===== src/rtl/core/mws_ram.sv =====
`timescale 1ns / 1ps
// Generic single-write, single-read RAM with registered read data.
// No dependencies.
module mws_ram #(
    parameter int WIDTH = 8,
    parameter int DEPTH = 16
) (
    input  logic                     clk,
    input  logic                     we,
    input  logic [$clog2(DEPTH)-1:0] waddr,
    input  logic [WIDTH-1:0]         wdata,
    input  logic [$clog2(DEPTH)-1:0] raddr,
    output logic [WIDTH-1:0]         rdata
);
    logic [WIDTH-1:0] mem [DEPTH];

    always_ff @(posedge clk)
    begin
        if (we)
        begin
            mem[waddr] <= wdata;
        end
        rdata <= mem[raddr];
    end
endmodule


===== config.mk =====
export PLATFORM = sky130hd
export DESIGN_NAME = mws_ram
export DESIGN_NICKNAME = d
export VERILOG_FILES = /design/src/rtl/core/mws_ram.sv
export SDC_FILE = /design/constraint.sdc
export NUM_CORES = 1
export LEC_CHECK = 0
export BUFFER_PORTS_ARGS = -buffer_cell sky130_fd_sc_hd__buf_4
export CORE_MARGIN = 5
export CORE_UTILIZATION = 50
export CTS_CLUSTER_SIZE = 28
export DETAILED_ROUTE_END_ITERATION = 6
export PLACE_DENSITY = 0.67
export SLEW_MARGIN = 10
export SYNTH_ARGS = -nofsm -noshare
export SYNTH_HDL_FRONTEND = slang
export SYNTH_SLANG_ARGS = --single-unit

===== constraint.sdc =====
create_clock -name clk -period 2.5 [get_ports clk]
set_clock_uncertainty 0.1 [all_clocks]
set_input_delay 0 -clock clk [delete_from_list [all_inputs] [get_ports clk]]
set_output_delay 0 -clock clk [all_outputs]
set_load 0.01 [all_outputs]

==> flow_metrics.env <==
export IMPL_final_antenna_net_count=0
export IMPL_synth_fp_nets=247
export IMPL_post_drt_wl_per_cell_um=22.1
export IMPL_fin_nets=314
export IMPL_required_ns=2.62
export IMPL_hpwl_um=6060
export IMPL_crit_type="input pin to flip-flop"
export IMPL_syn2layout_area_growth_pct=21.6
export IMPL_synth_cells=229
export IMPL_synth_top_cell_area_share_pct=74.7
export IMPL_whs_endpoint="rdata[4]"
export IMPL_core_area_mm2=0.0102
export IMPL_cts_tree="done"
export IMPL_cp_max_fo=5
export IMPL_holdPathStages=4
export IMPL_hp_class="input pin to flip-flop"
export IMPL_worstHoldStart="raddr[1]"
export IMPL_vias=2484
export IMPL_finalPower_mw=5.13
export IMPL_synthDistinctLibCells=19
export IMPL_setup_tns_ns=0
export IMPL_via_per_inst=5.58
export IMPL_die_w_um=111
export IMPL_antenna_found_initial=0
export IMPL_avgSynthCellArea_um2=22.5
export IMPL_r2r_worst_path_cells=3
export IMPL_peakVddDrop_v=0.000386
export IMPL_path_clk_slew_ns=0.06
export IMPL_first_pass_iters=4
export IMPL_slew_viol_final=0
export IMPL_rrSetupSlack_ns=1.01
export IMPL_clk_path_buf_depth=2
export IMPL_holdWs_ns=0.0718
export IMPL_r2r_start="mem[1][0]"
export IMPL_slew_headroom_pct=46.8
export IMPL_routabilityCongestion=0.770
export IMPL_antenna_cells=0
export IMPL_pwr_density_cell_mw_per_mm2=819
export IMPL_post_cts_buffers=0
export IMPL_drt_wl_total_um=9830
export IMPL_die_area_mm2=0.0124
export IMPL_cp_arrival_ns=2.40
export IMPL_syn_area_mm2=0.00515
export IMPL_grt_max_degree=33
export IMPL_start_util_pct=50.5
export IMPL_post_route_min_period_ns=2.27
export IMPL_slowest_delay_ns=0.59
export IMPL_final_hold_viol_count=0
export IMPL_grt_pass1_wl_um=15300
export IMPL_fmax_mhz=440
export IMPL_min_period_over_period_pct=91.0
export IMPL_worst_slew_pin_transition_ns=0.796
export IMPL_end_kind="flip-flop"
export IMPL_crit_chain="dlygate4sd3_1 > buf_4 > or3b_2 > dlygate4sd3_1 > nor2_1 > buf_4"
export IMPL_clk_insertion_delay_late_ns=0.52
export IMPL_maxCapViolCount=0
export IMPL_power_leakage_nw=2.13
export IMPL_ys_top_cells_by_area="edfxtp_1, mux4_2, mux4_1"
export IMPL_die_y_um=111
export IMPL_synth_seq_cells=136
export IMPL_rsz0062_at_grt="false"
export IMPL_finalSetupViolations=0
export IMPL_ys_warn_count=0
export IMPL_ctsHtreeMaxLevel=4
export IMPL_grt_overflow=0
export IMPL_cp_slowest_cell="dlygate4sd3_1"
export IMPL_io_pins=26
export IMPL_seq_area_frac_synth_pct=77.8
export IMPL_drt_iter0_markers=154
export IMPL_num_rows=37
export IMPL_root_buffer="clkbuf_8"
export IMPL_synth_top_cell_by_area="edfxtp_1"
export IMPL_grt_pass1_vias=2656
export IMPL_outcome="finished clean"
export IMPL_cts_buffers=17
export IMPL_cts_sinks=136
export IMPL_layout_drive_gt1_share_pct=28.5
export IMPL_numPortBuffers=25
export IMPL_drc=0
export IMPL_reg2reg_to="rdata[0]"
export IMPL_critPathLaunchType="input pin"
export IMPL_grt_use_total_pct=16.8
## how the worst max path moves through the flow
stage	startpoint	cells after the start	to
2_1_floorplan	waddr[2]	2	mem[0][0]
3_3_place_gp	waddr[2]	3	mem[2][3]
3_5_place_dp	waddr[2]	3	mem[2][2]
4_1_cts	waddr[2]	6	mem[1][3]
5_1_grt	waddr[2]	6	mem[1][3]
6_report	waddr[2]	6	mem[1][5]
## registers in the layout (all words and copies together) (netlist names)
register and count:
mem 128, rdata 8
## worst max-delay path: cells and delay by family
kind / cells / cell delay, ns
AND/OR/NAND/NOR: 2 / 0.89
buffers and inverters: 4 / 1.50
## what timing repair did
item	4_1_cts	5_1_grt
setup endpoints to repair	0	0
hold buffers	17	0
resized for setup	0	0
hold endpoints to repair	176	0
## metrics by stage
step                      util [%]  worst slack [ns]  instances  area, um^2
final                         61.5             0.226        445        6260
after global routing          61.5             0.138        445        6260
after CTS                     61.5             0.252        445        6260
after detailed placement      54.4             0.724        396        5540
after global placement        54.4             0.748        396        5540
after floorplan                  -             0.907        229        5150
## metal layers
layer  vias up  part of all wire [%]  track usage (%)
li1       1108                     -                -
met1      1274                    42             22.3
met2        96                    50             27.1
met3         6                   6.7             4.62
met4         0                  0.86             5.84
met5         -                     0                0
## power breakdown
group / switching, mW / total [mW] / internal, mW / leakage (nW)
logic: 0.139 / 0.268 / 0.129 / 0.647
clock network: 0.890 / 2.30 / 1.41 / 0.259
registers: 0.0150 / 2.56 / 2.55 / 1.22
## kinds of logic (layout without fill, tap and decap cells)
kind of cell           after synthesis  count (layout)  share of synthesized area (%)
AO/OA/AOI/OAI                       16              16                           2.33
buffers and inverters               10              90                           1.68
flip-flops                         136             136                           77.8
multiplexers                        32              32                           15.0
AND/OR/NAND/NOR                     35              35                           3.18
## cell usage in the layout, fill, tap and decap left out
cell,instances
nor2b_1,1
nor2_1,13
nand2b_1,2
clkbuf_1,2
clkinv_4,1
clkinvlp_4,4
nand2_1,9
mux4_1,14
nand3b_1,2
bufinv_16,2
edfxtp_1,128
dlygate4sd3_1,17
mux4_2,18
and2b_1,1
buf_4,41
clkbuf_8,1
inv_6,1
dfxtp_1,8
nand3_1,1
a22oi_1,16
clkbuf_16,16
clkinv_1,2
clkinv_2,3
or3b_2,1
and2_1,1
nor3_1,4
## synthesized netlist by cell type, drive strengths merged
master / instances
dfxtp: 8
buf: 7
mux4: 32
clkdlybuf4s25: 3
and2b: 1
nand3b: 2
or3b: 1
nand2: 9
nand3: 1
nor3: 4
and2: 1
nand2b: 2
nor2: 13
nor2b: 1
a22oi: 16
edfxtp: 128
## layout make-up
class,instances,area (um^2)
multi-input cells,83,1060
repair buffers,58,478
clock inverters,13,130
fillers,729,3920
clock buffers,19,422
well taps,136,170
flip-flops and latches,136,4000
Power figures use the tool's default switching activity.
