**config.mk**
```make
export PLATFORM = sky130hd
export DESIGN_NAME = mws_result_queue
export DESIGN_NICKNAME = d
export VERILOG_FILES = /design/src/rtl/core/mws_pkg.sv /design/src/rtl/core/mws_result_queue.sv
export SDC_FILE = /design/constraint.sdc
export NUM_CORES = 1
export LEC_CHECK = 0
export BUFFER_PORTS_ARGS = -buffer_cell sky130_fd_sc_hd__buf_4
export CORE_UTILIZATION = 60
export DETAILED_ROUTE_END_ITERATION = 16
export PLACE_DENSITY = 0.84
export SLEW_MARGIN = 0
export SYNTH_ARGS = -nofsm -noshare
export SYNTH_HDL_FRONTEND = slang
export SYNTH_SLANG_ARGS = --single-unit
export TNS_END_PERCENT = 30
```
**constraint.sdc**
```tcl
create_clock -name clk -period 3.75 [get_ports clk]
set_input_delay 0.75 -clock clk [delete_from_list [all_inputs] [get_ports clk]]
set_output_delay 0.75 -clock clk [all_outputs]
set_load 0.05 [all_outputs]
```
**src/rtl/core/mws_pkg.sv**
```systemverilog
`timescale 1ns / 1ps
// Shared constants, codes and the result record for the 3x3 window-sum block.
// No dependencies.
package mws_pkg;

    localparam int MAX_COLUMNS = 1024;
    localparam int MAX_ROWS    = 4096;
    localparam int SAMPLE_BITS = 20;

    localparam int WINDOW      = 3;
    localparam int CELLS       = WINDOW - 1;
    localparam int COL_BITS    = SAMPLE_BITS + $clog2(WINDOW);
    localparam int SUM_BITS    = SAMPLE_BITS + $clog2(WINDOW * WINDOW);

    localparam int ROW_BITS    = $clog2(MAX_ROWS);
    localparam int COLUMN_BITS = $clog2(MAX_COLUMNS);

    localparam int ROW_COUNT_BITS    = 13;
    localparam int COLUMN_COUNT_BITS = 11;
    localparam int CFG_DATA_BITS     = 13;
    localparam int CFG_INDEX_BITS    = 1;

    localparam logic [CFG_INDEX_BITS-1:0] REG_ROW_COUNT    = 1'd0;
    localparam logic [CFG_INDEX_BITS-1:0] REG_COLUMN_COUNT = 1'd1;

    localparam logic [ROW_COUNT_BITS-1:0]    ROW_COUNT_RESET    = ROW_COUNT_BITS'(3);
    localparam logic [COLUMN_COUNT_BITS-1:0] COLUMN_COUNT_RESET = COLUMN_COUNT_BITS'(3);
    localparam logic [ROW_COUNT_BITS-1:0]    ROW_LIMIT    = ROW_COUNT_BITS'(MAX_ROWS);
    localparam logic [COLUMN_COUNT_BITS-1:0] COLUMN_LIMIT = COLUMN_COUNT_BITS'(MAX_COLUMNS);

    localparam int RESULT_DEPTH = 3;
    localparam int QCOUNT_BITS  = $clog2(RESULT_DEPTH + 1);
    localparam int QIDX_BITS    = $clog2(RESULT_DEPTH);

    typedef struct packed {
        logic [SUM_BITS-1:0]    best_sum;
        logic [ROW_BITS-1:0]    best_row;
        logic [COLUMN_BITS-1:0] best_column;
        logic                   size_error;
    } result_t;

    typedef struct packed {
        logic                   valid;
        logic [QCOUNT_BITS-1:0] count;
    } queue_status_t;

endpackage

```
**src/rtl/core/mws_result_queue.sv**
```systemverilog
`timescale 1ns / 1ps
// Small shift-out queue for result records; head sits in entry zero.
// Depends on mws_pkg.
module mws_result_queue (
    input  logic                   clk,
    input  logic                   rst_n,
    input  logic                   push,
    input  mws_pkg::result_t       push_data,
    input  logic                   pop,
    output mws_pkg::result_t       head,
    output mws_pkg::queue_status_t status
);
    import mws_pkg::*;

    result_t                entry_reg  [RESULT_DEPTH];
    result_t                entry_next [RESULT_DEPTH];
    logic [QCOUNT_BITS-1:0] count_reg;
    logic [QCOUNT_BITS-1:0] count_next;
    logic [QCOUNT_BITS-1:0] wr_pos;
    logic [QIDX_BITS-1:0]   wr_idx;

    assign wr_pos     = count_reg - QCOUNT_BITS'(pop);
    assign wr_idx     = wr_pos[QIDX_BITS-1:0];
    assign count_next = count_reg + QCOUNT_BITS'(push) - QCOUNT_BITS'(pop);

    // Shift on pop, then the pushed record lands behind the last kept entry.
    always_comb
    begin
        for (int i = 0; i < RESULT_DEPTH - 1; i++)
        begin
            entry_next[i] = pop ? entry_reg[i + 1] : entry_reg[i];
        end
        entry_next[RESULT_DEPTH-1] = entry_reg[RESULT_DEPTH-1];
        if (push)
        begin
            entry_next[wr_idx] = push_data;
        end
    end

    always_ff @(posedge clk)
    begin
        entry_reg <= entry_next;
    end

    always_ff @(posedge clk or negedge rst_n)
    begin
        if (!rst_n)
        begin
            count_reg <= '0;
        end
        else
        begin
            count_reg <= count_next;
        end
    end

    assign head         = entry_reg[0];
    assign status.valid = (count_reg != '0);
    assign status.count = count_reg;
endmodule

```
==> metrics, run 1 <==
status=complete, no violations; IO Port Bufs=100; Seq. cell area=3340 um2; CTS max path bufs=2; Hold Violations, Final=0; Worst Path Required=4.14 ns; clock slew at reported path FFs=0.06 ns; CTS tree=yes; NumNets Final=567; clock root buffer master=clkbuf_8; Fin Clk Skew=0.00781 ns; CP arrival=2.69 ns; GRT overflow=0; worst path cell trace=inv_1, ha_1, xnor2_2, nand3_4, mux2_4; I/O pin count=101; clk sink count=143; antenna violations before repair=0; #FFs+latches synth=143; Vias=3408; startpoint types=flip-flop; # rows=36; Crit. End Element=flip-flop; Mapped Avg Cell Area=13.1 um2; Multi-input gate area=2140 um2; slew margin rel.=39.1%; iteration count of the initial detailed-routing pass=4; clock latency on the worst-skew pair=0.50 ns; Die W=102 um; starting DRC count in detailed routing=88; Max Clk Rate=435 MHz; Routed WL=10100 um; RSZ-0062 raised after global routing=no; Area Overhead vs Synth=17.4%; gpl congestion=0.729; Syn Nets=513; Starting Density=61.7%; total power=7.00 mW; commonest non-fill, non-tap cells in the layout=buf_4 (106), dfxtp_1 (94), mux2_2 (64); Max IR drop VDD=0.564 mV; fin crit share=61.3%; max_cap viols=0; P_leak=3.07 nW; Filler cells=671; vias in the first global route=3280; DRT antenna net count=0; Core Area=9730 um2; Placed Instances=627; Post-Layout Cell Count=660; total die area=10400 um2; diode count=0; WL/cell=15.3 um; Resized Gates After CTS=0; first-pass GRT wire length=15800 um; Die H=102 um; final HPWL from detailed placement=6150 um; share of layout cells above drive strength 1=44.4%; setup TNS=0 ns; post-synthesis cell count=460; setup violators final=0; Crit-path slowest cell=nand3_4; number of buffers created by CTS=17; count of cell types in the netlist=21; fin crit period=2.30 ns; Seq/Total Area, Yosys=55.7%; post-CTS setup buffers=0; largest net degree at the start of global routing=63; commonest non-fill, non-tap cell in the layout=buf_4; Yosys warnings=0; worst-margin pin slew=0.913 ns; gr usage total=20.3%; CP max stage delay=0.71 ns; Post-Syn Area=6010 um2; Vias/cell=5.16; Cell Pwr Density=994 nW/um2; final max-slew violation count=0; worst hold-check path type=in -> reg; CP Class=reg -> reg; DRC viols=0; crit path max fanout=47; CTS H-tree depth=4
metal layers:
layer	global-route usage [%]	wire, um
met5	0	0
met1	24.5	4320
met4	7.47	104
met2	34.0	5120
met3	6.57	537
worst paths after layout:
| path | startpoint | endpoint | slack (ns) | cells past startpoint |
|---|---|---|---|---|
| worst max-delay path | count_reg[0] | entry_reg[59] | 1.45 | 5 |
| worst min-delay path | push_data[33] | flip-flop | 0.44 | 1 |
| worst max register to register | count_reg[0] | entry_reg[59] | 1.45 | 5 |
| worst min register to register | head[21] | head[21] | 0.54 | 2 |
| max in group asynchronous | rst_n | count_reg[0] | 3.07 | 2 |
| min in group asynchronous | rst_n | count_reg[1] | 0.60 | 2 |
power by group:
| part | internal (mW) | switching, mW | total (mW) | leakage (nW) |
|---|---|---|---|---|
| registers | 2.26 | 0.314 | 2.57 | 1.25 |
| clock network | 1.02 | 0.627 | 1.64 | 0.279 |
| logic | 1.12 | 1.67 | 2.79 | 1.54 |
synthesized netlist by cell type:
| cell | count | area share [%] |
|---|---|---|
| and3_1 | 1 | 0.10 |
| dfxtp_1 | 94 | 31 |
| nand3b_1 | 1 | 0.13 |
| ha_1 | 2 | 0.42 |
| xnor2_1 | 1 | 0.15 |
| mux2i_1 | 47 | 7.8 |
| buf_6 | 8 | 1.5 |
| inv_1 | 2 | 0.13 |
| edfxtp_1 | 47 | 23 |
| or2_2 | 1 | 0.10 |
| buf_4 | 50 | 6.2 |
| mux2_4 | 30 | 7.5 |
| buf_1 | 5 | 0.31 |
| buf_2 | 4 | 0.33 |
| a21oi_1 | 47 | 3.9 |
| nand3_2 | 1 | 0.17 |
| xnor2_2 | 1 | 0.27 |
| nor2_1 | 47 | 2.9 |
| clkbuf_1 | 5 | 0.31 |
| mux2_2 | 64 | 12 |
| dfrtp_1 | 2 | 0.83 |
critical path, delay by kind of cell, from the launching register on:
kind / cells / cell delay [ns]
muxes: 1 / 0.57
DFF: 1 / 0.40
xor gates and xnor gates: 1 / 0.22
adders and majority gates: 1 / 0.21
and+or+nand+nor: 1 / 0.71
buffers and inverters: 1 / 0.06
final cells by class:
class | instances | share of cell area [%]
Sequential cell | 143 | 47.4
Multi-Input combinational cell | 243 | 30.4
Timing Repair Buffer | 107 | 11.4
Clock buffer | 19 | 5.98
Tap cell | 133 | 2.36
Clock inverter | 13 | 2.31
Inverter | 2 | 0.106
what timing repair did:
action	4_1_cts	5_1_grt
hold buffers	1	0
setup endpoints to repair	0	0
endpoints found under the hold margin	2	0
stage by stage:
step	hold WS, ns	util, %	area [um2]	setup WS, ns
floorplan	0.454	-	6010	1.12
global placement	0.522	66.3	6450	0.991
detailed placement	0.530	66.3	6450	0.972
CTS	0.411	72.5	7050	1.42
global route	0.406	72.5	7050	1.32
finish	0.438	72.5	7050	1.45
cells by family after synthesis:
kind of cell    count (synthesis)  synth area share [%]
flops                         143                  55.7
mux                           141                  27.3
buf+inv                        74                  8.83
simple gates                   51                  3.44
compound gates                 47                  3.92
xor+xnor                        2                 0.417
fa+ha+maj                       2                 0.417
Power figures use the tool's default switching activity.
==> run 2: changes to the inputs <==
- CORE_UTILIZATION: 60 -> 56
- PLACE_DENSITY: 0.84 -> 0.79
- clock period: 3.75 -> 2.3 ns (I/O delays scaled with it)
==> metrics, run 2 (synthesis gave the netlist of run 1 again) <==
# rows=37 (+2.8%); CP Class=reg -> out; post-layout util=68.4% (-4.0 points); final HPWL from detailed placement=6170 um (+0.39%); Die H=106 um (+3.4%); fin crit period=1.91 ns; diode count=0 (unchanged); CTS H-tree depth=4 (unchanged); Hold Violations, Final=0 (unchanged); setup TNS=0 ns (unchanged); design area=7090 um2 (+0.64%); largest net degree at the start of global routing=95 (+51%); clock latency on the worst-skew pair=0.51 ns (about the same); DP Worst Slack=0.342 ns (-0.629 ns); slew margin rel.=61.2% (+22 points); fin crit share=83.0%; Max IR drop VDD=0.804 mV (+43%); setup ws final=0.392 ns (-1.06 ns); Die W=106 um (+3.4%); GRT overflow=0 (unchanged); CP arrival=1.45 ns (-1.24 ns); Reg-to-Reg Start=count_reg[0]; NumNets Final=567 (unchanged); share of layout cells above drive strength 1=43.5% (-0.87 points); P_leak=3.09 nW (+0.51%); clock root buffer master=clkbuf_8; vias in the first global route=3347 (+2.0%); Fin Clk Skew=0.00869 ns (+0.000882 ns); status=complete, no violations; total die area=11100 um2 (+7.0%); WL/cell=15.5 um (+1.3%); Vias=3369 (-1.1%); RSZ-0062 raised after global routing=no; worst hold-check path type=in -> reg; Worst Path Required=1.84 ns (-2.30 ns); DRC viols=0 (unchanged); Vias/cell=5.09 (-1.4%); worst-margin pin slew=0.583 ns (-0.331 ns); gpl congestion=0.733 (+0.62%); crit path max fanout=5 (-89%); CP startpoint=count_reg[1]; starting DRC count in detailed routing=114 (+30%); Core Area=10400 um2 (+6.6%); clock slew at reported path FFs=0.06 ns (about the same); gr usage total=19.3% (-1.0 points); Cell Pwr Density=1600 nW/um2 (+61%); Buf/Inv on CP=1 (unchanged); Placed Instances=630 (+0.48%); worst min-delay path startpoint=push_data[38]; CP max stage delay=0.44 ns (-0.27 ns); iteration count of the initial detailed-routing pass=4 (unchanged); I/O pin count=101 (unchanged); CTS tree=yes; commonest non-fill, non-tap cells in the layout=buf_4 (100), dfxtp_1 (94), mux2_2 (64); delay-heaviest family, CP=flip-flops; CTS max path bufs=2 (unchanged); Routed WL=10200 um (+1.6%); post-CTS setup buffers=0 (unchanged); Area Overhead vs Synth=18.1%; Crit. End Element=primary output; Crit-path slowest cell=dfrtp_1; Resized Gates After CTS=0 (unchanged); Filler cells=772 (+15%); final max-slew violation count=0 (unchanged); DRT antenna net count=0 (unchanged); placed cell areas=6530 um2 (+1.2%); commonest non-fill, non-tap cell in the layout=buf_4; max_cap viols=0 (unchanged); hold buffers post-CTS=1 (unchanged); setup violators final=0 (unchanged); antenna violations before repair=0 (unchanged); startpoint types=flip-flop; first-pass GRT wire length=16600 um (+4.8%); worst path cell trace=or2_2, buf_4; Starting Density=57.9% (-3.8 points); clk sink count=143 (unchanged); Max Clk Rate=524 MHz; IO Port Bufs=100 (unchanged); number of buffers created by CTS=17 (unchanged); Post-Layout Cell Count=662 (+0.30%)
[run 2: report_power, final]
group	leakage (nW)	internal [mW]	switching, mW
logic	1.57	1.88	2.74
clock network	0.266	1.59	0.959
registers	1.25	3.68	0.501
total	3.09	7.16	4.20
[run 2: path summary, 6_finish.rpt]
kind	to	slack, ns	depth (start not counted)
setup / recovery	status[2]	0.39	2
hold / removal	flip-flop	0.14	1
setup reg to reg	entry_reg[68]	0.54	6
hold reg to reg	head[39]	0.54	2
max in group asynchronous	count_reg[1]	1.93	2
min in group asynchronous	count_reg[0]	0.29	2
[run 2: metal layers]
layer / track usage, % / share of wire [%] / vias up
met5: 0 / 0 / -
li1: - / - / 1681
met1: 23.9 / 45 / 1595
met2: 31.5 / 50 / 81
met3: 5.50 / 4.5 / 12
met4: 8.04 / 1.4 / 0
[run 2: cell type report]
cell class / instances / area [um2] / share of cell area [%]
Inverter: 2 / 7.51 / 0.106
Clock inverter: 6 / 86.3 / 1.22
Timing Repair Buffer: 107 / 881 / 12.4
Multi-Input combinational cell: 243 / 2140 / 30.2
Tap cell: 136 / 170 / 2.40
Sequential cell: 143 / 3340 / 47.1
Clock buffer: 25 / 464 / 6.54
[run 2: worst register-to-register path: stages (launching register included)]
cell and delay (ns):
dfrtp_1 0.36, inv_1 0.05, ha_1 0.20, xnor2_2 0.24, nand3_4 0.21, buf_12 0.24
mux2_4 0.33
[run 2: through the flow]
stage	power (mW)	hold slack [ns]
finish	11.4	0.144
global route	11.9	0.116
CTS	11.5	0.119
detailed placement	8.86	0.245
global placement	8.69	0.243
floorplan	8.18	0.164
==> run 3: changes to the inputs <==
- ABC_AREA: default -> 1
- CORE_UTILIZATION: 56 -> 57
- PLACE_DENSITY: 0.79 -> 0.8
- clock period: 2.3 -> 2 ns (I/O delays scaled with it)
==> metrics, run 3 <==
status=complete, no violations; Seq. cell area=3340 um2 (about the same); CTS tree=yes; CTS max path bufs=2 (unchanged); RR Endpoint=head[24]; Mapped Avg Cell Area=7.86 um2 (-40%); starting DRC count in detailed routing=368 (+220%); Starting Density=59.4% (+1.4 points); Seq/Total Area, Yosys=51.3% (-4.4 points); worst path cell trace=inv_2, nand2_1, buf_4; Multi-input gate area=2180 um2 (+1.9%); Die W=109 um (+3.2%); gpl congestion=0.762 (+3.9%); gr usage total=25.9% (+6.7 points); CTS H-tree depth=4 (unchanged); #FFs+latches synth=143 (unchanged); largest net degree at the start of global routing=189 (+99%); Comb power frac=41.2% (+0.5 points); iteration count of the initial detailed-routing pass=4 (unchanged); DRT antenna net count=0 (unchanged); Hold WS=0.170 ns (+0.0265 ns); Async SR Flop Fraction=1.40% (unchanged); Synth top area share=28.9% (-2.5 points); final max-slew violation count=0 (unchanged); Hold Violations, Final=0 (unchanged); GRT overflow=0 (unchanged); R2R Setup Slk=0.36 ns (-0.18 ns); Crit. End Element=primary output; P_leak=3.66 nW (+19%); commonest non-fill, non-tap cell in the layout=nand2_1; number of flops mapped to enable cells by yosys=47 (unchanged); Internal Power=7.73 mW (+8.0%); max_cap viols=0 (unchanged); fin crit period=1.87 ns; switching share of power=42.2% (+5.2 points); share of layout cells above drive strength 1=18.4% (-25 points); DRC viols=0 (unchanged); Reg-to-Reg Start=count_reg[1]; worst hold-check path type=in -> reg; Post-Layout Cell Count=1019 (+54%); Vias=5294 (+57%); synth cell count leaders=nand2_1 (290), inv_1 (97), dfxtp_1 (94), o21ai_0 (80), buf_4 (50); Post-Syn Area=6520 um2 (+8.5%); post-synthesis cell count=830 (+80%); delay-heaviest family, CP=buffers and inverters; count of cell types in the netlist=19 (-9.5%); Fin Clk Skew=0.00998 ns (+0.00129 ns); IO Port Bufs=100 (unchanged); Yosys warnings=0 (unchanged); setup violators final=0 (unchanged); startpoint types=flip-flop; clock slew at reported path FFs=0.06 ns (about the same); Worst Path Required=1.60 ns (-0.24 ns); Synth area leaders=dfxtp_1 (29%), edfxtp_1 (22%), nand2_1 (17%); final HPWL from detailed placement=9090 um (+47%); crit path max fanout=18 (+13); NumNets Final=919 (+62%); clock latency on the worst-skew pair=0.42 ns (-0.09 ns); total die area=11900 um2 (+6.5%); Flop pwr share=34.7% (-2.1 points); CP arrival=1.47 ns (+0.02 ns); Area Overhead vs Synth=16.8%; fin crit share=93.5%; Crit-path slowest cell=dfrtp_1; clk sink count=143 (unchanged); Critical Path Stages=3 (+1); Vias/cell=5.20 (+2.1%); worst min-delay path startpoint=push_data[39]; r2r worst-path depth=6 (unchanged); area leader, netlist=dfxtp_1; Synth Flop Type=dfxtp_1; slew margin rel.=56.2% (-5.0 points); Max Clk Rate=535 MHz; Synth Area in Adders=0.384% (-0.033 points); Filler cells=859 (+11%); clock root buffer master=clkbuf_16; Max IR drop VDD=1.05 mV (+30%); post-layout util=69.3% (+0.90 points); worst-margin pin slew=0.658 ns (+0.0750 ns); WL/cell=14.2 um (-8.1%); post-CTS setup buffers=0 (unchanged); vias in the first global route=5038 (+51%); CP Class=reg -> out; Placed Instances=986 (+57%); Syn Nets=883 (+72%); clock network fraction of total power=24.1% (+1.6 points); first-pass GRT wire length=23400 um (+41%); CP max stage delay=0.42 ns (-0.02 ns); multiplexer share of the synthesized area=0% (-27 points); Compound-Gate Fraction of Synth Area=7.22% (+3.3 points); antenna violations before repair=0 (unchanged); Die H=109 um (+3.2%); Buf/Inv on CP=2 (+1); diode count=0 (unchanged); # rows=38 (+2.7%); post-synthesis xor/xnor area fraction=0% (-0.42 points); most common cell in the netlist=nand2_1; RSZ-0062 raised after global routing=no; commonest non-fill, non-tap cells in the layout=nand2_1 (289), buf_4 (118), inv_1 (95); Worst Hold Depth=1 (unchanged); Psw=5.63 mW (+34%); I/O pin count=101 (unchanged); Cell Pwr Density=1760 nW/um2 (+9.6%); post-synthesis simple-gate area fraction=25.3% (+22 points); Core Area=11000 um2 (+5.9%); number of buffers created by CTS=17 (unchanged); main combinational cell family by area after synthesis=simple AND/OR/NAND/NOR gates; Routed WL=14500 um (+41%)
==> run 3: cell types whose count changed after synthesis, sizes merged, moves of 46 or more <==
cell / previous run / this run
a21oi: 47 / 0
inv: 2 / 99
mux2: 94 / 0
mux2i: 47 / 0
nand2: 0 / 290
nand3: 1 / 49
nand4: 0 / 47
nor2: 47 / 1
o21ai: 0 / 94
==> run 3: kinds of logic (layout without fill, tap and decap cells) <==
family / Yosys count / count (layout)
simple gates: 389 / 389
buf+inv: 202 / 251
flops: 143 / 143
compound gates: 94 / 94
fa+ha+maj: 2 / 2
==> run 3: cell type report <==
class                           count  share of cell area [%]
Clock inverter                     12                    1.71
Sequential cell                   143                    43.9
Multi-Input combinational cell    485                    28.7
Clock buffer                       20                    6.43
Timing Repair Buffer              120                    12.0
Tap cell                          140                    2.30
Inverter                           99                    4.91
==> run 3: routing by layer <==
metal  GRT usage, %  part of all wire (%)  up-vias
met5              0                     0        -
met4           11.1                   1.8        0
met3           6.75                   6.6       19
met2           42.4                    49      183
met1           32.4                    42     2416
li1               -                     -     2676
==> run 3: how the worst max path moves through the flow <==
stage,start,to,slack (ns)
after floorplan,count_reg[0],flip-flop,-0.65
after global placement,pop,flip-flop,0.26
after detailed placement,pop,flip-flop,0.25
after CTS,count_reg[1],status[2],0.11
after global routing,count_reg[1],status[2],0.08
final,count_reg[1],status[2],0.13
==> run 3: power by group through the flow <==
stage               clock network [mW]  registers, mW  logic [mW]
CTS                               3.26           4.63        5.52
finish                            3.23           4.63        5.50
global route                      3.40           4.74        6.01
floorplan                            0           4.62        4.55
detailed placement                   0           4.68        5.49
global placement                     0           4.63        5.32
==> run 3: repair_timing <==
action / in CTS / in global routing
hold endpoints to repair: 2 / 0
resized for setup: 0 / 0
hold buffers: 1 / 0
==> run 3: metrics by stage <==
stage          worst slack, ns  area, um2  setup TNS [ns]  power [mW]
3_5_place_dp             0.248       6980               0        10.2
5_1_grt                 0.0768       7610               0        14.2
2_1_floorplan           -0.648       6550          -30.44        9.17
6_report                 0.130       7610               0        13.4
3_3_place_gp             0.264       6980               0        9.96
4_1_cts                  0.106       7610               0        13.4
