==> config.mk <==
export PLATFORM = sky130hd
export DESIGN_NAME = mws_column_cell
export DESIGN_NICKNAME = d
export VERILOG_FILES = /design/src/rtl/core/mws_pkg.sv /design/src/rtl/core/mws_column_cell.sv
export SDC_FILE = /design/constraint.sdc
export NUM_CORES = 1
export LEC_CHECK = 0
export BUFFER_PORTS_ARGS = -buffer_cell sky130_fd_sc_hd__buf_2
export CORE_UTILIZATION = 42
export DETAILED_ROUTE_END_ITERATION = 16
export HOLD_SLACK_MARGIN = 0.05
export PLACE_DENSITY = 0.77
export SLEW_MARGIN = 20
export SYNTH_ARGS = -nofsm -noshare
export SYNTH_HDL_FRONTEND = slang
export SYNTH_SLANG_ARGS = --single-unit
==> constraint.sdc <==
create_clock -name clk -period 2.2 [get_ports clk]
set_input_delay 0 -clock clk [delete_from_list [all_inputs] [get_ports clk]]
set_output_delay 0 -clock clk [all_outputs]
set_load 0.02 [all_outputs]
==> src/rtl/core/mws_pkg.sv <==
`timescale 1ns / 1ps
// Shared constants, codes and the result record for the 3x3 window-sum block.
// No dependencies.
package mws_pkg;

    localparam int MAX_COLUMNS = 1024;
    localparam int MAX_ROWS    = 4096;
    localparam int SAMPLE_BITS = 20;

    localparam int WINDOW      = 3;
    localparam int CELLS       = WINDOW - 1;
    localparam int COL_BITS    = SAMPLE_BITS + $clog2(WINDOW);
    localparam int SUM_BITS    = SAMPLE_BITS + $clog2(WINDOW * WINDOW);

    localparam int ROW_BITS    = $clog2(MAX_ROWS);
    localparam int COLUMN_BITS = $clog2(MAX_COLUMNS);

    localparam int ROW_COUNT_BITS    = 13;
    localparam int COLUMN_COUNT_BITS = 11;
    localparam int CFG_DATA_BITS     = 13;
    localparam int CFG_INDEX_BITS    = 1;

    localparam logic [CFG_INDEX_BITS-1:0] REG_ROW_COUNT    = 1'd0;
    localparam logic [CFG_INDEX_BITS-1:0] REG_COLUMN_COUNT = 1'd1;

    localparam logic [ROW_COUNT_BITS-1:0]    ROW_COUNT_RESET    = ROW_COUNT_BITS'(3);
    localparam logic [COLUMN_COUNT_BITS-1:0] COLUMN_COUNT_RESET = COLUMN_COUNT_BITS'(3);
    localparam logic [ROW_COUNT_BITS-1:0]    ROW_LIMIT    = ROW_COUNT_BITS'(MAX_ROWS);
    localparam logic [COLUMN_COUNT_BITS-1:0] COLUMN_LIMIT = COLUMN_COUNT_BITS'(MAX_COLUMNS);

    localparam int RESULT_DEPTH = 3;
    localparam int QCOUNT_BITS  = $clog2(RESULT_DEPTH + 1);
    localparam int QIDX_BITS    = $clog2(RESULT_DEPTH);

    typedef struct packed {
        logic [SUM_BITS-1:0]    best_sum;
        logic [ROW_BITS-1:0]    best_row;
        logic [COLUMN_BITS-1:0] best_column;
        logic                   size_error;
    } result_t;

    typedef struct packed {
        logic                   valid;
        logic [QCOUNT_BITS-1:0] count;
    } queue_status_t;

endpackage

==> src/rtl/core/mws_column_cell.sv <==
`timescale 1ns / 1ps
// One window column cell: holds a column sum, passes it on, adds it to the running sum.
// Depends on mws_pkg.
module mws_column_cell (
    input  logic                         clk,
    input  logic                         shift,
    input  logic [mws_pkg::COL_BITS-1:0] col_in,
    output logic [mws_pkg::COL_BITS-1:0] col_q,
    input  logic [mws_pkg::SUM_BITS-1:0] acc_in,
    output logic [mws_pkg::SUM_BITS-1:0] acc_out
);
    import mws_pkg::*;

    logic [COL_BITS-1:0] col_reg;

    always_ff @(posedge clk)
    begin
        if (shift)
        begin
            col_reg <= col_in;
        end
    end

    assign col_q   = col_reg;
    assign acc_out = acc_in + SUM_BITS'(col_reg);
endmodule

==> metrics.md, run 1 <==
| Metric | Value |
|---|---|
| Initial antenna violation count | `0` |
| Async SR Flop Fraction | `0%` |
| MaxCap Viol Count | `0` |
| Avg Inst Size Synth | `9.94 sq um` |
| Worst rel slew slack | `63.4%` |
| First-pass GRT wire length | `9520 microns` |
| Worst Hold Slack | `238 ps` |
| Met1 usage | `31.0%` |
| Startpoint class of the critical path | `flip-flop` |
| Reg power frac | `25.5%` |
| Clock Tree Buf Depth | `2` |
| Core ar. | `4380 sq um` |
| Yosys Warn Count | `0` |
| Global route overflow | `0` |
| Hold Vio Cnt, Final | `0` |
| Critical Path Sink Type | `primary output` |
| Unrepaired setup endpoints after global routing | `yes` |
| Row count | `24` |
| Final period util | `129%` |
| Largest register FFs | `22` |
| Number of enable-type register cells in the synthesized netlist | `22` |
| Actual transition at the worst max-transition pin | `544 ps` |
| Startpoint of the worst hold path | `shift` |
| Critical path required time | `2200 ps` |
| Vias in the first global route | `2139` |
| PortBufs | `93` |
| Final min period | `2840 ps` |
| Pre-antenna DRT Iters | `4` |
| Psw | `820 uW` |
| Final ANT Viol Nets | `0` |
| Clock sink count | `22` |
| Synth Register Bits | `22` |
| Post-Route WL | `6750 microns` |
| Critical path arrival | `2840 ps` |
| Initial core utilization | `43.8%` |
| Post-synthesis sequential area ratio | `34.4%` |
| Share of cells above drive strength 1 | `52.0%` |
| Power per cell area | `595 nW/um^2` |
| Worst hold path type | `input port to flip-flop` |
| Largest net degree at the start of global routing | `23` |
| P&R area growth vs syn | `80.0%` |
| Clock Pin Slew Worst Setup and Hold Paths | `80 ps` |
| Logic pwr share | `62.2%` |
| Fmax achieved | `0.352 GHz` |
| Post-DP Area | `2810 sq um` |
| Setup ws final | `-645 ps` |
| Cell internal pwr | `1.24 mW` |
| Horiz. Die Dim | `69.6 microns` |
| Lkg Pwr | `1.65 nW` |
| Primary FF master, synth | `edfxtp_1` |
| Root cell of the clock tree | `clkbuf_8` |
| CP Max Fanout | `4` |
| Die ar. | `4840 sq um` |
| DR vias | `2311` |
| NumNets Final | `439` |
| Routability cong. | `0.866` |
| Mapped Cells | `193` |
| Vias/cell | `5.52` |
| GR Util met3 | `2.47%` |
| GRT met2 Usage | `44.0%` |
| Endpoints failing setup | `18` |
| Max-slew violation count | `0` |
| Die Height | `69.6 microns` |
| CTS Buf Count | `3` |
| Post-Syn Area | `1920 sq um` |
| Failing checks | `negative setup slack` |
| I/O pin total | `94` |
| Gr usage total | `24.3%` |
| H-Tree Depth | `1` |
| Number of remaining DRC errors | `0` |
| Clock Power Share | `12.3%` |
| Peak supply drop | `0.487 mV` |
| DP HPWL | `4440 microns` |
| Synth unique cells | `43` |
| CTS tree | `yes` |
| Ant. Diodes | `0` |
| Drt initial violations | `149` |
| # fillers | `261` |
| Design area | `3450 sq um` |
| WL/cell | `16.1 microns` |
| Mapped Nets | `264` |
| CP Class | `flip-flop to primary output` |
| GRT busiest layer | `met2` |
| Critical path startpoint | `col_q[0]$_DFFE_PP_` |
| Status | `finished with violations` |
| Switching share of power | `39.9%` |
==> metal layers <==
| layer | vias up | part of all wire (%) |
|---|---|---|
| met5 | - | 0 |
| li1 | 1106 | - |
| met4 | 0 | 2.0 |
| met1 | 1082 | 41 |
| met3 | 18 | 5.3 |
| met2 | 105 | 52 |
==> cell type report <==
class | count | area, sq um | share of cell area, %
timing repair buffer | 173 | 1200 | 34.8
clock buffer | 3 | 41.3 | 1.20
sequential | 22 | 661 | 19.1
clock inverter | 1 | 3.75 | 0.109
tap | 52 | 65.1 | 1.88
inverter | 5 | 18.8 | 0.543
multi-input combinational | 163 | 1460 | 42.4
==> cell usage after synthesis (all sizes together) (2+ instances only) <==
library cell	instances	area share [%]
o21ai	10	2.6
o211ai	3	1.2
nand2b	3	0.98
a211oi	2	0.78
nor2	10	2.0
xnor2	11	5.0
or4	2	0.78
inv	5	0.98
a311oi	2	0.91
and3	7	2.3
nand3	8	2.1
a221o	3	1.6
xor2	6	2.7
o21a	3	1.2
a211o	2	0.91
buf	2	0.85
o41ai	2	0.91
nor2b	2	0.65
a31oi	4	1.3
a21oi	16	4.2
a21o	12	4.7
nor3	7	2.1
nand2	11	2.2
edfxtp	22	34
a2111oi	2	2.0
ha	22	14
and2	2	0.65
==> cell families after synthesis <==
group,count (synthesis),synth area share (%)
AO/OA/AOI/OAI,67,25.2
AND/OR/NAND/NOR,56,15.1
adder cells (fa/ha/maj),23,15.4
flip-flops,22,34.4
XOR/XNOR,17,7.76
buffers and inverters,8,2.02
==> placed cells by master (no fill, tap or decap), types with 5 or more instances in the layout <==
cell           count
xor2_1             5
nor2_1             8
xnor2_1            9
nor3_1             5
buf_4             69
o21ai_0            6
buf_6              6
a21oi_1           10
ha_1              17
a21o_1            12
nand2_1           11
buf_2             75
edfxtp_1          22
and3_1             5
inv_1              5
dlygate4sd3_1     22
nand3_1            8
==> power groups by stage <==
stage	Sequential [mW]	Clock (mW)	Combinational, mW
final	0.525	0.252	1.28
after global routing	0.527	0.266	1.36
after CTS	0.523	0.258	1.12
after detailed placement	0.532	0	1.01
after global placement	0.530	0	0.989
after floorplan	0.569	0	0.597
==> final timing paths <==
| kind | cells past startpoint | end | slack, ps |
|---|---|---|---|
| setup / recovery | 9 | acc_out[16] | -640 |
| hold / removal | 1 | col_q[10]$_DFFE_PP_ | 240 |
==> stage by stage <==
stage / std cells / setup WS [ps] / power (mW) / util, % / setup TNS [ps]
after global placement: 377 / -339 / 1.52 / 64.1 / -1530
after floorplan: 193 / -269 / 1.17 / - / -1240
final: 419 / -645 / 2.06 / 78.8 / -6500
after global routing: 419 / -759 / 2.15 / 78.8 / -8200
after detailed placement: 377 / -392 / 1.54 / 64.1 / -1950
after CTS: 408 / -643 / 1.91 / 73.3 / -5570
==> timing repair <==
item | in CTS | in global routing
buffers inserted | 5 | 12
hold endpoints to repair | 22 | 0
cloned | 0 | 0
hold buffers | 22 | 0
endpoints found under the setup margin | 16 | 18
resized for setup | 25 | 32
pin swaps | 6 | 21
==> critical path, cell delays in order, from the launching register on <==
cell	delay, ps
edfxtp_1	410
ha_2	210
fa_2	350
a21o_1	190
a31o_1	250
a21o_1	190
a221o_2	410
a2111oi_4	360
nor3_4	80
buf_6	140
Note: power is estimated with default switching activity, not from simulation.
==> run 2, diff against run 1 <==
--- a/config.mk
+++ b/config.mk
@@ -6,10 +6,10 @@
 export NUM_CORES = 1
 export LEC_CHECK = 0
 export BUFFER_PORTS_ARGS = -buffer_cell sky130_fd_sc_hd__buf_2
-export CORE_UTILIZATION = 42
+export CORE_UTILIZATION = 40
 export DETAILED_ROUTE_END_ITERATION = 16
 export HOLD_SLACK_MARGIN = 0.05
-export PLACE_DENSITY = 0.77
+export PLACE_DENSITY = 0.74
 export SLEW_MARGIN = 20
 export SYNTH_ARGS = -nofsm -noshare
 export SYNTH_HDL_FRONTEND = slang
==> run 2 against run 1 <==
  * Sequential cell count unchanged
  * The flow finishes with violations (design-rule violations, negative setup slack)
  * Fmax increased by 0.89%
  * Critical endpoint unchanged
  * Sequential power about the same
  * Setup slack improved by 25 ps
  * Utilization decreased by 1.2 points
  * Clock-buffer cell count unchanged
  * Worst hold slack got worse by 1.0 ps
  * Highest routed layer unchanged
  * Clock power decreased by 2%
  * Global-route usage decreased by 0.88 points
==> metrics.md, run 2 (synthesis gave the netlist of run 1 again) <==
| Metric | Value |
|---|---|
| Startpoint class of the critical path | `flip-flop` |
| NumNets Final | `439 (unchanged)` |
| Clock Power Share | `12.0% (-0.3 points)` |
| Post-DP Area | `2840 sq um (+1.1%)` |
| Design area | `3470 sq um (+0.54%)` |
| Core ar. | `4470 sq um (+2.1%)` |
| Routability cong. | `0.832 (-3.9%)` |
| CP peak stage delay | `410 ps (about the same)` |
| I/O pin total | `94 (unchanged)` |
| Critical Path Sink Type | `primary output` |
| Initial antenna violation count | `0 (unchanged)` |
| Largest net degree at the start of global routing | `23 (unchanged)` |
| Horiz. Die Dim | `71.2 microns (+2.4%)` |
| Psw | `824 uW (+0.46%)` |
| Hold Vio Cnt, Final | `0 (unchanged)` |
| Pre-antenna DRT Iters | `10 (+6)` |
| Lkg Pwr | `1.66 nW (+0.27%)` |
| Reg power frac | `25.4% (about the same)` |
| Vias in the first global route | `2073 (-3.1%)` |
| Cell internal pwr | `1.24 mW (about the same)` |
| Clock Pin Slew Worst Setup and Hold Paths | `80 ps (about the same)` |
| Top cell by count, worst path | `a21o_1` |
| Setup ws final | `-620 ps (+25.2 ps)` |
| P&R area growth vs syn | `81.0%` |
| CP bufs+invs | `1 (unchanged)` |
| Critical path required time | `2200 ps (about the same)` |
| PortBufs | `93 (unchanged)` |
| Actual transition at the worst max-transition pin | `593 ps (+49.1 ps)` |
| Most common cell after layout, fill and taps aside | `buf_2` |
| Ant. Diodes | `0 (unchanged)` |
| GR Util met3 | `2.81% (+0.34 points)` |
| Final min period | `2820 ps (-25.2 ps)` |
| Share of cells above drive strength 1 | `53.0% (+0.96 points)` |
| Critical path arrival | `2820 ps (-20 ps)` |
| Die Height | `71.2 microns (+2.4%)` |
| Unrepaired setup endpoints after global routing | `yes` |
| Final period util | `128% (-1.1 points)` |
| Root cell of the clock tree | `clkbuf_8` |
| Power per cell area | `594 nW/um^2 (-0.30%)` |
| CP Max Fanout | `4 (unchanged)` |
| Worst Hold Slack | `236 ps (-1.02 ps)` |
| Slowest stage cell, crit path | `edfxtp_1` |
| DP HPWL | `4350 microns (-1.9%)` |
| DR vias | `2295 (-0.69%)` |
| Clock Tree Buf Depth | `2 (unchanged)` |
| Clock sink count | `22 (unchanged)` |
| Row count | `24 (unchanged)` |
| Met1 usage | `29.7% (-1.2 points)` |
| Pre-CTS setup slack | `-351 ps (+41.4 ps)` |
| Failing checks | `design-rule violations, negative setup slack` |
| GRT busiest layer | `met2` |
| Max-slew violation count | `0 (unchanged)` |
| Total power | `2.06 mW (+0.24%)` |
| Peak supply drop | `0.527 mV (+8.3%)` |
| Vias/cell | `5.49 (-0.45%)` |
| First-pass GRT wire length | `9360 microns (-1.7%)` |
| Final ANT Viol Nets | `0 (unchanged)` |
| CP Class | `flip-flop to primary output` |
| Logic pwr share | `62.5% (+0.3 points)` |
| Commonest cells after routing, fill and taps aside | `76 x buf_2, 69 x buf_4, 22 x edfxtp_1, 22 x dlygate4sd3_1, 17 x ha_1` |
| Gr usage total | `23.5% (-0.88 points)` |
| Endpoints failing setup | `17 (-1)` |
| Fmax achieved | `0.355 GHz (+0.89%)` |
| Initial core utilization | `42.9% (-0.88 points)` |
| MaxCap Viol Count | `0 (unchanged)` |
| Number of remaining DRC errors | `3 (+3)` |
| CTS tree | `yes` |
| H-Tree Depth | `1 (unchanged)` |
| Status | `finished with violations` |
| Global route overflow | `0 (unchanged)` |
| Die ar. | `5080 sq um (+4.8%)` |
| Worst rel slew slack | `60.1% (-3.3 points)` |
| Drt initial violations | `159 (+6.7%)` |
| GRT met2 Usage | `41.8% (-2.2 points)` |
| Post-Route WL | `6660 microns (-1.3%)` |
| Crit path cell chain | `ha_2, fa_2, a21o_1, a31o_1, a21o_1, a221o_2, a2111oi_4, nor3_4, buf_6` |
| CP delay by family, top | `compound AO/OA/AOI/OAI gates` |
| Largest register FFs | `22 (unchanged)` |
| WL/cell | `15.9 microns (-1.1%)` |
| Fin Setup TNS | `-5540 ps (+962 ps)` |
| Worst hold path type | `input port to flip-flop` |
| Switching share of power | `40.0% (+0.088 points)` |
| CTS Buf Count | `3 (unchanged)` |
| # fillers | `282 (+8.0%)` |
[run 2: final timing paths]
kind,from,to,slack [ps],cells after the start
worst max-delay path,col_q[0]$_DFFE_PP_,acc_out[16],-620,9
worst min-delay path,shift,col_q[0]$_DFFE_PP_,240,1
[run 2: through the flow]
| stage | instances | util [%] |
|---|---|---|
| 3_3_place_gp | 381 | 63.5 |
| 5_1_grt | 418 | 77.6 |
| 3_5_place_dp | 381 | 63.5 |
| 2_1_floorplan | 193 | - |
| 4_1_cts | 410 | 73.4 |
| 6_report | 418 | 77.6 |
[run 2: cell type report]
| cell class | instances | area [sq um] | share of cell area [%] |
|---|---|---|---|
| clock buffer | 3 | 41.3 | 1.19 |
| inverter | 5 | 18.8 | 0.541 |
| multi-input combinational | 163 | 1490 | 43.0 |
| sequential | 22 | 661 | 19.0 |
| tap | 52 | 65.1 | 1.87 |
| timing repair buffer | 173 | 1190 | 34.4 |
[run 2: power groups by stage]
| stage | clock, mW | sequential (mW) | combinational [mW] |
|---|---|---|---|
| floorplan | 0 | 0.569 | 0.597 |
| global placement | 0 | 0.530 | 1.00 |
| detailed placement | 0 | 0.531 | 1.02 |
| CTS | 0.254 | 0.522 | 1.16 |
| global route | 0.270 | 0.528 | 1.36 |
| finish | 0.248 | 0.524 | 1.29 |
[run 2: timing repair]
action                                 CTS  global route
endpoints found under the hold margin   22             0
resized for setup                       30            29
cloned                                   0             0
pin swaps                                7            14
hold buffers                            22             0
setup endpoints to repair               16            18
setup buffers                            5             9
[run 2: per-layer routing]
layer / wire (microns) / up-vias
met5: 0 / -
met4: 133 / 0
met3: 444 / 14
met2: 3410 / 103
met1: 2670 / 1073
li1: - / 1105
==> run 3, diff against run 2 <==
--- a/config.mk
+++ b/config.mk
@@ -5,11 +5,12 @@
 export SDC_FILE = /design/constraint.sdc
 export NUM_CORES = 1
 export LEC_CHECK = 0
+export ABC_AREA = 1
 export BUFFER_PORTS_ARGS = -buffer_cell sky130_fd_sc_hd__buf_2
 export CORE_UTILIZATION = 40
 export DETAILED_ROUTE_END_ITERATION = 16
 export HOLD_SLACK_MARGIN = 0.05
-export PLACE_DENSITY = 0.74
+export PLACE_DENSITY = 0.7
 export SLEW_MARGIN = 20
 export SYNTH_ARGS = -nofsm -noshare
 export SYNTH_HDL_FRONTEND = slang
==> run 3 against run 2 <==
  * The flow finishes with violations (design-rule violations)
  * Clock-buffer cell count stayed put
  * Clock power increased by 2%
  * Critical path depth increased by 1
  * Total power down 15%
  * Utilization is 22 points lower
  * Synthesized cell count up 95%
  * Global-route usage down 3.6 points
  * Final cell count up 36%
  * Worst hold slack improved by 2.9 ps
  * Critical path type unchanged
  * Largest cell class unchanged
  * Highest routed layer unchanged
==> metrics.md, run 3 <==
| Metric | Value |
|---|---|
| DP HPWL | `5140 microns (+18%)` |
| Ant. Diodes | `0 (unchanged)` |
| Most numerous cell in the Yosys netlist | `nand2_1` |
| First-pass GRT wire length | `10100 microns (+7.8%)` |
| Share of cells above drive strength 1 | `27.3% (-26 points)` |
| Worst rel slew slack | `65.7% (+5.6 points)` |
| NumNets Final | `568 (+29%)` |
| Die Height | `79.9 microns (+12%)` |
| Mapped Cells | `377 (+95%)` |
| # fillers | `573 (+100%)` |
| CTS tree | `yes` |
| Vias in the first global route | `2460 (+19%)` |
| Post-synth top cells | `152 x nand2_1, 80 x inv_1, 22 x edfxtp_1, 22 x ha_1, 22 x nor2_1` |
| Mux share of post-synthesis cell area | `0% (unchanged)` |
| Main combinational cell family by area after synthesis | `simple AND/OR/NAND/NOR gates` |
| Post CTS Setup Buffer Count | `0 (-5)` |
| Global route overflow | `0 (unchanged)` |
| Peak supply drop | `0.403 mV (-24%)` |
| Final min period | `2090 ps (-734 ps)` |
| Root cell of the clock tree | `clkbuf_8` |
| Endpoints failing setup | `0 (-17)` |
| Row count | `28 (+17%)` |
| Startpoint of the worst hold path | `shift` |
| Post-Route WL | `6350 microns (-4.7%)` |
| H-Tree Depth | `1 (unchanged)` |
| Failing checks | `design-rule violations` |
| Horiz. Die Dim | `79.9 microns (+12%)` |
| Finished Core Util | `56.0% (-22 points)` |
| Largest register FFs | `22 (unchanged)` |
| PortBufs | `93 (unchanged)` |
| Top-area cell type share of the netlist area | `27.2% (-7.3 points)` |
| MaxCap Viol Count | `0 (unchanged)` |
| Adder-cell share of the synthesized area | `12.2% (-3.2 points)` |
| Routability cong. | `0.867 (+4.2%)` |
| Design area | `3300 sq um (-5.1%)` |
| Critical Path Sink Type | `primary output` |
| Max-slew violation count | `0 (unchanged)` |
| Post-synthesis xor/xnor area fraction | `4.69% (-3.1 points)` |
| Post-synthesis sequential area ratio | `27.2% (-7.3 points)` |
| Number of enable-type register cells in the synthesized netlist | `22 (unchanged)` |
| P&R area growth vs syn | `35.6%` |
| Most common cell after layout, fill and taps aside | `nand2_1` |
| CP Class | `flip-flop to primary output` |
| Yosys Warn Count | `0 (unchanged)` |
| Crit path cell chain | `ha_2, fa_2, nand2_1, nand2_1, nand2_2, inv_1, nand2_1, nand2_1, xor2_1, buf_2` |
| Compound-Gate Fraction of Synth Area | `2.63% (-23 points)` |
| Gr usage total | `19.9% (-3.6 points)` |
| Async SR Flop Fraction | `0% (unchanged)` |
| Clock Pin Slew Worst Setup and Hold Paths | `80 ps (about the same)` |
| Largest net degree at the start of global routing | `23 (unchanged)` |
| CP peak stage delay | `420 ps (about the same)` |
| Synth unique cells | `20 (-53%)` |
| Hold Vio Cnt, Final | `0 (unchanged)` |
| Commonest cells after routing, fill and taps aside | `152 x nand2_1, 93 x buf_2, 80 x inv_1` |
| Synth Register Bits | `22 (unchanged)` |
| Clock sink count | `22 (unchanged)` |
| Die ar. | `6390 sq um (+26%)` |
| Synth area leaders | `edfxtp_1 27%, nand2_1 23%, inv_1 12%, ha_1 11%, xor2_1 4.0%` |
| Hold-critical path depth | `1 (unchanged)` |
| Fin Setup TNS | `0 ps (+5540 ps)` |
| Power per cell area | `535 nW/um^2 (-9.9%)` |
| Startpoint class of the critical path | `flip-flop` |
| Primary FF master, synth | `edfxtp_1` |
| DR vias | `2610 (+14%)` |
| Final ANT Viol Nets | `0 (unchanged)` |
| Drt initial violations | `118 (-26%)` |
| Number of remaining DRC errors | `1 (-2)` |
| CTS Buf Count | `3 (unchanged)` |
| Avg Inst Size Synth | `6.45 sq um (-35%)` |
| Top cell by count, worst path | `nand2_1` |
| Core ar. | `5890 sq um (+32%)` |
| WL/cell | `11.1 microns (-30%)` |
| Actual transition at the worst max-transition pin | `514 ps (-78.3 ps)` |
| Hold Path Sink | `col_q[20]$_DFFE_PP_` |
| Critical path arrival | `2090 ps (-730 ps)` |
| Post-Syn Area | `2430 sq um (+27%)` |
| Simple-Gate Fraction of Synth Area | `40.8% (+26 points)` |
| Critical path required time | `2200 ps (about the same)` |
| Fmax achieved | `0.479 GHz (+35%)` |
| Slowest stage cell, crit path | `edfxtp_1` |
| Clock Tree Buf Depth | `2 (unchanged)` |
| Mapped Nets | `448 (+70%)` |
| Final period util | `94.8% (-33 points)` |
| Pre-antenna DRT Iters | `10 (unchanged)` |
| Vias/cell | `4.58 (-17%)` |
| CP Max Fanout | `3 (-1)` |
| Lkg Pwr | `1.89 nW (+14%)` |
| I/O pin total | `94 (unchanged)` |
| Worst hold path type | `input port to flip-flop` |
| Status | `finished with violations` |
| Initial core utilization | `41.3% (-1.6 points)` |
| Initial antenna violation count | `0 (unchanged)` |
| Post-DP Area | `2990 sq um (+5.2%)` |
| Dominant cell type by area after synthesis | `edfxtp_1` |
## run 3: cell count changes after synthesis, sizes merged, moves of 4 or more
cell   before  now
nor2       10   32
nand3       8   20
xor2        6   11
and3        7    0
o21ai      10    1
nand2      11  166
a31oi       4    0
nor3        7    1
a21oi      16   11
inv         5   81
xnor2      11    2
a21o       12    0
nand4       1    5
## run 3: metrics by stage
stage	cells	hold slack [ps]	setup slack (ps)	power, mW
2_1_floorplan	377	98.9	293	1.18
3_3_place_gp	545	176	386	1.46
3_5_place_dp	545	178	354	1.47
4_1_cts	570	238	48.2	1.76
5_1_grt	570	265	-31.0	1.89
6_report	570	239	114	1.76
## run 3: logic make-up (layout without fill, tap and decap cells)
family                   count (synthesis)  after routing
buffers and inverters                   81            199
XOR/XNOR                                13             13
adder cells (fa/ha/maj)                 23             23
flip-flops                              22             22
AO/OA/AOI/OAI                           12             12
AND/OR/NAND/NOR                        226            226
## run 3: area by class of cell
type	instances	area, sq um	area share (%)
Multi-Input combinational cell	274	1510	45.8
Timing Repair Buffer	115	686	20.8
Sequential cell	22	661	20.0
Inverter	81	304	9.23
Tap cell	75	93.8	2.85
Clock buffer	3	41.3	1.25
## run 3: worst max-delay path by stage
stage	from	end	slack, ps	cells past startpoint
final	col_q[0]$_DFFE_PP_	acc_out[12]	110	10
after CTS	col_q[0]$_DFFE_PP_	acc_out[12]	50	10
after global placement	col_q[0]$_DFFE_PP_	acc_out[12]	390	10
after detailed placement	col_q[0]$_DFFE_PP_	acc_out[20]	350	11
after floorplan	col_q[0]$_DFFE_PP_	acc_out[12]	290	9
after global routing	col_q[0]$_DFFE_PP_	acc_out[20]	-30	11
## run 3: what timing repair did
item	CTS	global route
hold buffers	22	0
gates resized for setup	0	12
endpoints found under the setup margin	0	5
endpoints found under the hold margin	22	0
## run 3: metal layers
layer	wire, microns	track usage [%]	vias to the layer above
met5	0	0	-
met4	34	4.64	0
met3	361	1.26	4
met2	3100	35.7	77
met1	2850	25.8	1148
li1	-	-	1381
## run 3: report_power, final
group | switching (mW) | internal, mW
Combinational | 0.631 | 0.359
Clock | 0.130 | 0.122
Sequential | 0.0209 | 0.499
## run 3: worst max-delay path, delay by kind of cell (launching register included)
| family | cells | cell delay [ps] |
|---|---|---|
| fa+ha+maj | 2 | 600 |
| flops | 1 | 420 |
| simple gates | 5 | 390 |
| buf+inv | 2 | 250 |
| xor+xnor | 1 | 160 |
